File: config.mk
export PLATFORM = sky130hd
export DESIGN_NAME = fuzzy_tnorm_unit
export DESIGN_NICKNAME = d
export VERILOG_FILES = /design/src/rtl/fuz_pkg.sv /design/src/rtl/fuzzy_tnorm_unit.sv /design/src/rtl/fuz_front.sv /design/src/rtl/fuz_queue.sv /design/src/rtl/fuz_back.sv
export SDC_FILE = /design/constraint.sdc
export NUM_CORES = 2
export LEC_CHECK = 0
export BUFFER_PORTS_ARGS = -buffer_cell sky130_fd_sc_hd__buf_4
export CAP_MARGIN = 20
export CORE_MARGIN = 8
export CORE_UTILIZATION = 50
export DETAILED_ROUTE_END_ITERATION = 8
export PLACE_DENSITY = 0.76
export SETUP_SLACK_MARGIN = 0.4
export SYNTH_ARGS = -nofsm -noshare
export SYNTH_HDL_FRONTEND = slang
export SYNTH_HIERARCHICAL = 1
export SYNTH_SLANG_ARGS = --single-unit
File: constraint.sdc
create_clock -name clk_i -period 12.1 [get_ports clk_i]
set_input_delay 2.42 -clock clk_i [delete_from_list [all_inputs] [get_ports clk_i]]
set_output_delay 2.42 -clock clk_i [all_outputs]
set_load 0.05 [all_outputs]
File: src/rtl/fuz_pkg.sv
// Shared constants, types and codes for the fuzzy t-norm unit.
package fuz_pkg;

  localparam int unsigned FracBits = 16;
  localparam int unsigned GradeW   = 17;
  localparam int unsigned ParamW   = 8;
  localparam int unsigned DenW     = FracBits + ParamW;
  localparam int unsigned QuotW    = FracBits + 1;
  localparam int unsigned ProdW    = 2 * GradeW;
  localparam int unsigned SumW     = GradeW + 1;
  // accept edge to result-accepted edge: 3 front stages, queue slot, stage 0, divider steps
  localparam int unsigned PipeLatency = 5 + QuotW;

  localparam logic [GradeW-1:0] One = GradeW'(1) << FracBits;

  localparam logic [ParamW-1:0] HamParamRst    = ParamW'(100);
  localparam logic [GradeW-1:0] DrasticThrRst  = GradeW'(64880);

  typedef enum logic [2:0] {
    KIND_MIN      = 3'd0,
    KIND_PROD     = 3'd1,
    KIND_DRASTIC  = 3'd2,
    KIND_LUK      = 3'd3,
    KIND_HAMACHER = 3'd4
  } kind_e;

  typedef enum logic {
    CFG_HAM_PARAM   = 1'b0,
    CFG_DRASTIC_THR = 1'b1
  } cfg_idx_e;

  typedef struct packed {
    logic [ParamW-1:0] ham_param;
    logic [GradeW-1:0] drastic_thr;
  } cfg_t;

  // One classified item: either a finished value or a Hamacher quotient t/d
  typedef struct packed {
    logic              is_ham;
    logic [GradeW-1:0] value;
    logic [GradeW-1:0] t;
    logic [DenW-1:0]   d;
  } item_t;

endpackage

File: src/rtl/fuzzy_tnorm_unit.sv
// Top level of the fuzzy t-norm unit: config registers, front, queue, back.
//
// Takes one grade pair per clock: start is accepted whenever busy is low, and
// busy stays low, so a new transfer may follow in every cycle. Each transfer
// yields exactly one result (done_o high for one cycle with norm_value_o);
// results leave in order and the receiver cannot stall them. The path runs
// through three front stages (saturate, 17x17 product, Hamacher denominator
// multiply), one queue slot, and a 17-step pipelined restoring divider that
// forms the Hamacher quotient one bit per stage; the other norms ride along
// that pipeline so latency is the same for all kinds. Grades above 1.0
// (65536) are saturated; kinds 5..7 return 0. Write the configuration
// registers only while no transfer is in flight.
module fuzzy_tnorm_unit (
  input  logic                       clk_i,
  input  logic                       rst_ni,
  input  logic                       start,
  output logic                       busy,
  input  logic [2:0]                 kind_i,
  input  logic [fuz_pkg::GradeW-1:0] grade_a_i,
  input  logic [fuz_pkg::GradeW-1:0] grade_b_i,
  output logic                       done_o,
  output logic [fuz_pkg::GradeW-1:0] norm_value_o,
  input  logic                       cfg_we_i,
  input  logic                       cfg_idx_i,
  input  logic [fuz_pkg::GradeW-1:0] cfg_data_i
);
  import fuz_pkg::*;

  cfg_t  cfg_q;
  logic  push, pop;
  item_t fr_item, q_item;

  // fully pipelined, never holds off a transfer
  assign busy = 1'b0;

  always_ff @(posedge clk_i or negedge rst_ni) begin
    if (!rst_ni) begin
      cfg_q.ham_param   <= HamParamRst;
      cfg_q.drastic_thr <= DrasticThrRst;
    end else if (cfg_we_i) begin
      case (cfg_idx_e'(cfg_idx_i))
        CFG_HAM_PARAM:   cfg_q.ham_param   <= cfg_data_i[ParamW-1:0];
        CFG_DRASTIC_THR: cfg_q.drastic_thr <= cfg_data_i;
        default: ;
      endcase
    end
  end

  fuz_front u_front (
    .clk_i     (clk_i),
    .rst_ni    (rst_ni),
    .take_i    (start && !busy),
    .kind_i    (kind_i),
    .grade_a_i (grade_a_i),
    .grade_b_i (grade_b_i),
    .cfg_i     (cfg_q),
    .push_o    (push),
    .item_o    (fr_item)
  );

  fuz_queue u_queue (
    .clk_i  (clk_i),
    .rst_ni (rst_ni),
    .push_i (push),
    .item_i (fr_item),
    .pop_o  (pop),
    .item_o (q_item)
  );

  fuz_back u_back (
    .clk_i        (clk_i),
    .rst_ni       (rst_ni),
    .pop_i        (pop),
    .item_i       (q_item),
    .done_o       (done_o),
    .norm_value_o (norm_value_o)
  );

endmodule

File: src/rtl/fuz_front.sv
// Front end: input capture, saturation, simple norms and Hamacher operands.
module fuz_front (
  input  logic                       clk_i,
  input  logic                       rst_ni,
  input  logic                       take_i,
  input  logic [2:0]                 kind_i,
  input  logic [fuz_pkg::GradeW-1:0] grade_a_i,
  input  logic [fuz_pkg::GradeW-1:0] grade_b_i,
  input  fuz_pkg::cfg_t              cfg_i,
  output logic                       push_o,
  output fuz_pkg::item_t             item_o
);
  import fuz_pkg::*;

  // stage A
  logic              va_q;
  logic [2:0]        kind_q;
  logic [GradeW-1:0] a_q, b_q;
  // stage B
  logic              vb_q, hamb_q;
  logic [GradeW-1:0] t_q, val_q;
  logic [SumW-1:0]   sum_q;
  // stage C
  logic              vc_q;
  item_t             item_q;

  logic [ProdW-1:0]  prod;
  logic [GradeW-1:0] mn, luk, val_d, s, om;
  logic [SumW-1:0]   sum, s_raw;
  logic              ham_d;

  always_comb begin
    prod  = ProdW'(a_q) * ProdW'(b_q);
    mn    = (a_q < b_q) ? a_q : b_q;
    sum   = SumW'(a_q) + SumW'(b_q);
    luk   = (sum > SumW'(One)) ? GradeW'(sum - SumW'(One)) : '0;
    ham_d = 1'b0;
    case (kind_e'(kind_q))
      KIND_MIN:      val_d = mn;
      KIND_PROD:     val_d = prod[FracBits +: GradeW];
      KIND_DRASTIC: begin
        val_d = ((a_q > cfg_i.drastic_thr) || (b_q > cfg_i.drastic_thr)) ? mn : '0;
      end
      KIND_LUK:      val_d = luk;
      KIND_HAMACHER: begin
        val_d = '0;
        ham_d = (a_q != '0) || (b_q != '0); // both zero gives 0
      end
      default:       val_d = '0;
    endcase
  end

  always_comb begin
    s_raw = sum_q - SumW'(t_q);
    s     = (s_raw > SumW'(One)) ? One : s_raw[GradeW-1:0];
    om    = One - s;
  end

  always_ff @(posedge clk_i or negedge rst_ni) begin
    if (!rst_ni) begin
      va_q <= 1'b0;
      vb_q <= 1'b0;
      vc_q <= 1'b0;
    end else begin
      va_q <= take_i;
      vb_q <= va_q;
      vc_q <= vb_q;
    end
  end

  always_ff @(posedge clk_i) begin
    kind_q <= kind_i;
    a_q    <= (grade_a_i > One) ? One : grade_a_i;
    b_q    <= (grade_b_i > One) ? One : grade_b_i;
    t_q    <= prod[FracBits +: GradeW];
    sum_q  <= sum;
    val_q  <= val_d;
    hamb_q <= ham_d;
    item_q.is_ham <= hamb_q;
    item_q.value  <= val_q;
    item_q.t      <= t_q;
    item_q.d      <= DenW'(DenW'(cfg_i.ham_param) * DenW'(om)) + DenW'(s);
  end

  assign push_o = vc_q;
  assign item_o = item_q;

endmodule

File: src/rtl/fuz_queue.sv
// Two-entry queue between front and back.
module fuz_queue (
  input  logic           clk_i,
  input  logic           rst_ni,
  input  logic           push_i,
  input  fuz_pkg::item_t item_i,
  output logic           pop_o,
  output fuz_pkg::item_t item_o
);
  import fuz_pkg::*;

  item_t      mem_q [2];
  logic       wr_q, rd_q;
  logic [1:0] cnt_q;

  assign pop_o  = (cnt_q != 2'd0);
  assign item_o = mem_q[rd_q];

  always_ff @(posedge clk_i or negedge rst_ni) begin
    if (!rst_ni) begin
      wr_q  <= 1'b0;
      rd_q  <= 1'b0;
      cnt_q <= 2'd0;
    end else begin
      if (push_i) wr_q <= ~wr_q;
      if (pop_o)  rd_q <= ~rd_q;
      cnt_q <= cnt_q + 2'(push_i) - 2'(pop_o);
    end
  end

  always_ff @(posedge clk_i) begin
    if (push_i) mem_q[wr_q] <= item_i;
  end

endmodule

File: src/rtl/fuz_back.sv
// Back end: pipelined restoring divider for Hamacher, pass-through otherwise.
module fuz_back (
  input  logic                       clk_i,
  input  logic                       rst_ni,
  input  logic                       pop_i,
  input  fuz_pkg::item_t             item_i,
  output logic                       done_o,
  output logic [fuz_pkg::GradeW-1:0] norm_value_o
);
  import fuz_pkg::*;

  logic              v_q   [QuotW+1];
  logic              ham_q [QuotW+1];
  logic [GradeW-1:0] val_q [QuotW+1];
  logic [DenW-1:0]   r_q   [QuotW+1];
  logic [DenW-1:0]   d_q   [QuotW+1];
  logic [QuotW-1:0]  q_q   [QuotW+1];
  logic              lsb_q;

  logic [DenW:0]     trial [QuotW];
  logic              ge    [QuotW];

  always_comb begin
    for (int k = 0; k < QuotW; k++) begin
      trial[k] = {r_q[k], (k == 0) ? lsb_q : 1'b0};
      ge[k]    = trial[k] >= {1'b0, d_q[k]};
    end
  end

  always_ff @(posedge clk_i or negedge rst_ni) begin
    if (!rst_ni) begin
      for (int k = 0; k <= QuotW; k++) v_q[k] <= 1'b0;
    end else begin
      v_q[0] <= pop_i;
      for (int k = 0; k < QuotW; k++) v_q[k+1] <= v_q[k];
    end
  end

  always_ff @(posedge clk_i) begin
    // numerator is t << FracBits; quotient fits QuotW bits, so start at t >> 1
    ham_q[0] <= item_i.is_ham;
    val_q[0] <= item_i.value;
    r_q[0]   <= DenW'(item_i.t >> 1);
    lsb_q    <= item_i.t[0];
    d_q[0]   <= item_i.d;
    q_q[0]   <= '0;
    for (int k = 0; k < QuotW; k++) begin
      ham_q[k+1] <= ham_q[k];
      val_q[k+1] <= val_q[k];
      d_q[k+1]   <= d_q[k];
      r_q[k+1]   <= ge[k] ? DenW'(trial[k] - {1'b0, d_q[k]}) : trial[k][DenW-1:0];
      q_q[k+1]   <= {q_q[k][QuotW-2:0], ge[k]};
    end
  end

  assign done_o       = v_q[QuotW];
  assign norm_value_o = ham_q[QuotW] ? GradeW'(q_q[QuotW]) : val_q[QuotW];

endmodule

==> impl_results.md <==
- Outcome: finished, final reports clean
- Crit path time final: 10500 ps
- Share of the synthesized area in the top cell type: 37.5%
- Synth Register Bits: 1603
- # nets final: 8593
- Total of max-cap violations: 0
- Die area: 0.166 mm^2
- GR Overflow Total: 0
- Die width: 407 um
- Top cells by count, synth: dfxtp_1 (1435), inv_1 (962), ha_1 (631)
- Top layer used by detailed routing: met4
- Worst-path cell with the longest stage delay: nor4_4
- M1 WL: 72200 um
- Slew headroom: 25.4%
- Final hold violations: 0
- H-tree Lvls: 4
- Pin count of the biggest net entering global routing: 60
- Post-Synthesis Cell Area: 0.0765 mm^2
- Routed Antenna Nets: 0
- Worst hold path type: reg -> reg
- Pre-antenna DRT Iters: 6
- Clk_lat worst skew: 800 ps
- Met3 wire length: 9510 um
- Critical path endpoint category: register
- Crit path max fanout: 37
- Most common cell type on the critical path: fa_1
- Fill cells: 12723
- Worst Skew: 72.2 ps
- Ys async rst share: 3.12%
- Synth Area per Inst: 10.3 um^2
- CTS tree: built
- Starting density of the core: 50.4%
- Max frequency: 95.3 MHz
- Routed wire length: 168000 um
- Port-buffer cells: 76
- Hold-fix buffers, CTS: 0
- Sequential area share after synthesis: 43.8%
- First-pass GRT wire length: 271000 um
- Metal2 WL: 81000 um
- Clk buf depth: 3
- Synth warn: 6
- Vias in the first global route: 52670
- Setup TNS: 0 ps
- Period utilisation layout: 86.7%
- Final RePlAce weighted congestion: 0.908
- Post-synth EDFFs: 118
- CTS buffer count: 154
- Synth top area cells: dfxtp_1 (38%), ha_1 (10%), fa_1 (9.0%)
- Clock sink count: 1603
- Layout cells sized above 1: 9.58%
- # DRC: 0
- Worst EP required: 12740 ps
- Die Y: 407 um
- Core Rows: 143
- DR iter-0 viols: 3848
- Tightest Pin Transition: 1120 ps
- DP HPWL: 125000 um
- Final setup violation count: 0
- Avg WL per Cell: 17.3 um
- GRT Resource Usage Total: 19.6%
- Syn nets: 8492
- CTS Root Cell: clkbuf_16
- Synth Flop Type: dfxtp_1
- Setup Buffers After CTS: 0
- Synth unique cells: 109
- Critical Path Max Stage Delay: 810 ps
- Total core area: 0.152 mm^2
- Critical Path AT: 11140 ps
- RSZ-0062 raised after global routing: no
- Mapped Cells: 7457
- Pins Over Slew Limit: 0
- Routed vias/inst: 5.34
- # resized after CTS: 0
- Clk slew on worst S/H paths: 60 ps
- Startpoint Class: register
- I/O Pins: 78
- Largest area contributor in the synthesized netlist: dfxtp_1
- Initial antenna violation count: 5
- Crit path kind: reg -> reg
- Count leader, synth: dfxtp_1
- Area Overhead vs Synth: 10.8%
- Via count: 51895
critical path: cells and delay by family (launching register included):
family | cells | cell delay, ps
adders and majority gates | 8 | 3600
AOI/OAI and AO/OA | 14 | 3440
and+or+nand+nor | 10 | 2560
DFF | 1 | 310
buffers and inverters | 3 | 230
xor gates and xnor gates | 1 | 170
worst paths after layout:
kind | startpoint | to | slack (ps) | depth (start not counted)
max | u_front/sum_q[0]$_DFF_P_ | u_front/item_o[23]$_DFF_P_ | 1600 | 36
min | u_back/q_q[11][6]$_DFF_P_ | u_back/q_q[12][7]$_DFF_P_ | 260 | 0
max reg2reg | u_front/sum_q[0]$_DFF_P_ | u_front/item_o[23]$_DFF_P_ | 1600 | 36
min reg2reg | u_back/q_q[11][6]$_DFF_P_ | u_back/q_q[12][7]$_DFF_P_ | 260 | 0
max in group asynchronous | rst_ni | u_queue/rd_q$_DFFE_PN0P_ | 9960 | 1
min in group asynchronous | rst_ni | cfg_q[9]$_DFFE_PN0P_ | 1690 | 1
per-stage QoR:
| stage | hold WS (ps) | std cells | setup WS [ps] | cell area, um^2 | util [%] |
|---|---|---|---|---|---|
| 2_1_floorplan | 310 | 7457 | 3590 | 76500 | - |
| 3_3_place_gp | 310 | 9427 | 1910 | 79200 | 52.1 |
| 3_5_place_dp | 312 | 9428 | 1730 | 79200 | 52.1 |
| 4_1_cts | 252 | 9712 | 1670 | 84700 | 55.8 |
| 5_1_grt | 258 | 9716 | 867 | 84800 | 55.8 |
| 6_report | 259 | 9717 | 1600 | 84800 | 55.8 |
layout by cell type, fill, tap and decap left out, types with 65 or more instances in the layout:
cell | Yosys | layout
nor2_1 | 341 | 341
ha_1 | 631 | 631
mux2_2 | 185 | 185
nand3_1 | 94 | 94
buf_4 | 5 | 127
and2_1 | 131 | 130
a21oi_1 | 420 | 420
xor2_1 | 156 | 156
nor3_1 | 116 | 115
nand2_1 | 583 | 583
o21ai_0 | 311 | 311
inv_1 | 962 | 962
dfxtp_1 | 1435 | 1435
edfxtp_1 | 118 | 118
xnor2_1 | 228 | 228
o21a_1 | 65 | 65
nor2b_1 | 104 | 103
fa_1 | 345 | 345
a21o_1 | 188 | 188
nand2b_1 | 80 | 80
clkbuf_16 | 0 | 154
final cells by class:
class	instances	area, um^2	share of cell area (%)
flip-flops and latches	1603	33500	39.6
clock inverters	79	1220	1.44
multi-input cells	4699	38500	45.4
diodes	1	2.50	0.00295
inverters	969	3640	4.29
clock buffers	205	4290	5.05
well taps	2030	2540	3.00
repair buffers	131	1040	1.22
state kept, by name, summed over array words and instances (netlist names), 18 cells and up:
register	count
u_back/r_q	400
u_back/q_q	153
u_front/item_o	59
cfg_q	25
u_back/val_q	306
u_front/sum_q	18
u_back/ham_q	18
u_back/d_q	408
u_queue/mem_q	118
logic make-up (layout without fill, tap and decap cells):
group / Yosys count / count (layout) / share of synthesized area [%]
buffers and inverters: 1155 / 1384 / 5.92
muxes: 275 / 275 / 4.32
other: 1 / 2 / 0.00490
AOI/OAI and AO/OA: 1375 / 1375 / 11.5
DFF: 1603 / 1603 / 43.8
adders and majority gates: 976 / 976 / 19.3
xor gates and xnor gates: 386 / 386 / 4.44
and+or+nand+nor: 1686 / 1686 / 10.6
layer usage:
metal,up-vias,global-route usage (%)
met1,24956,25.0
met5,-,0
met2,1477,34.0
li1,25091,-
met3,371,3.32
met4,0,6.21
Power is not shown: default switching activity piles up to over one toggle a cycle in this logic, so the estimate is an artifact.
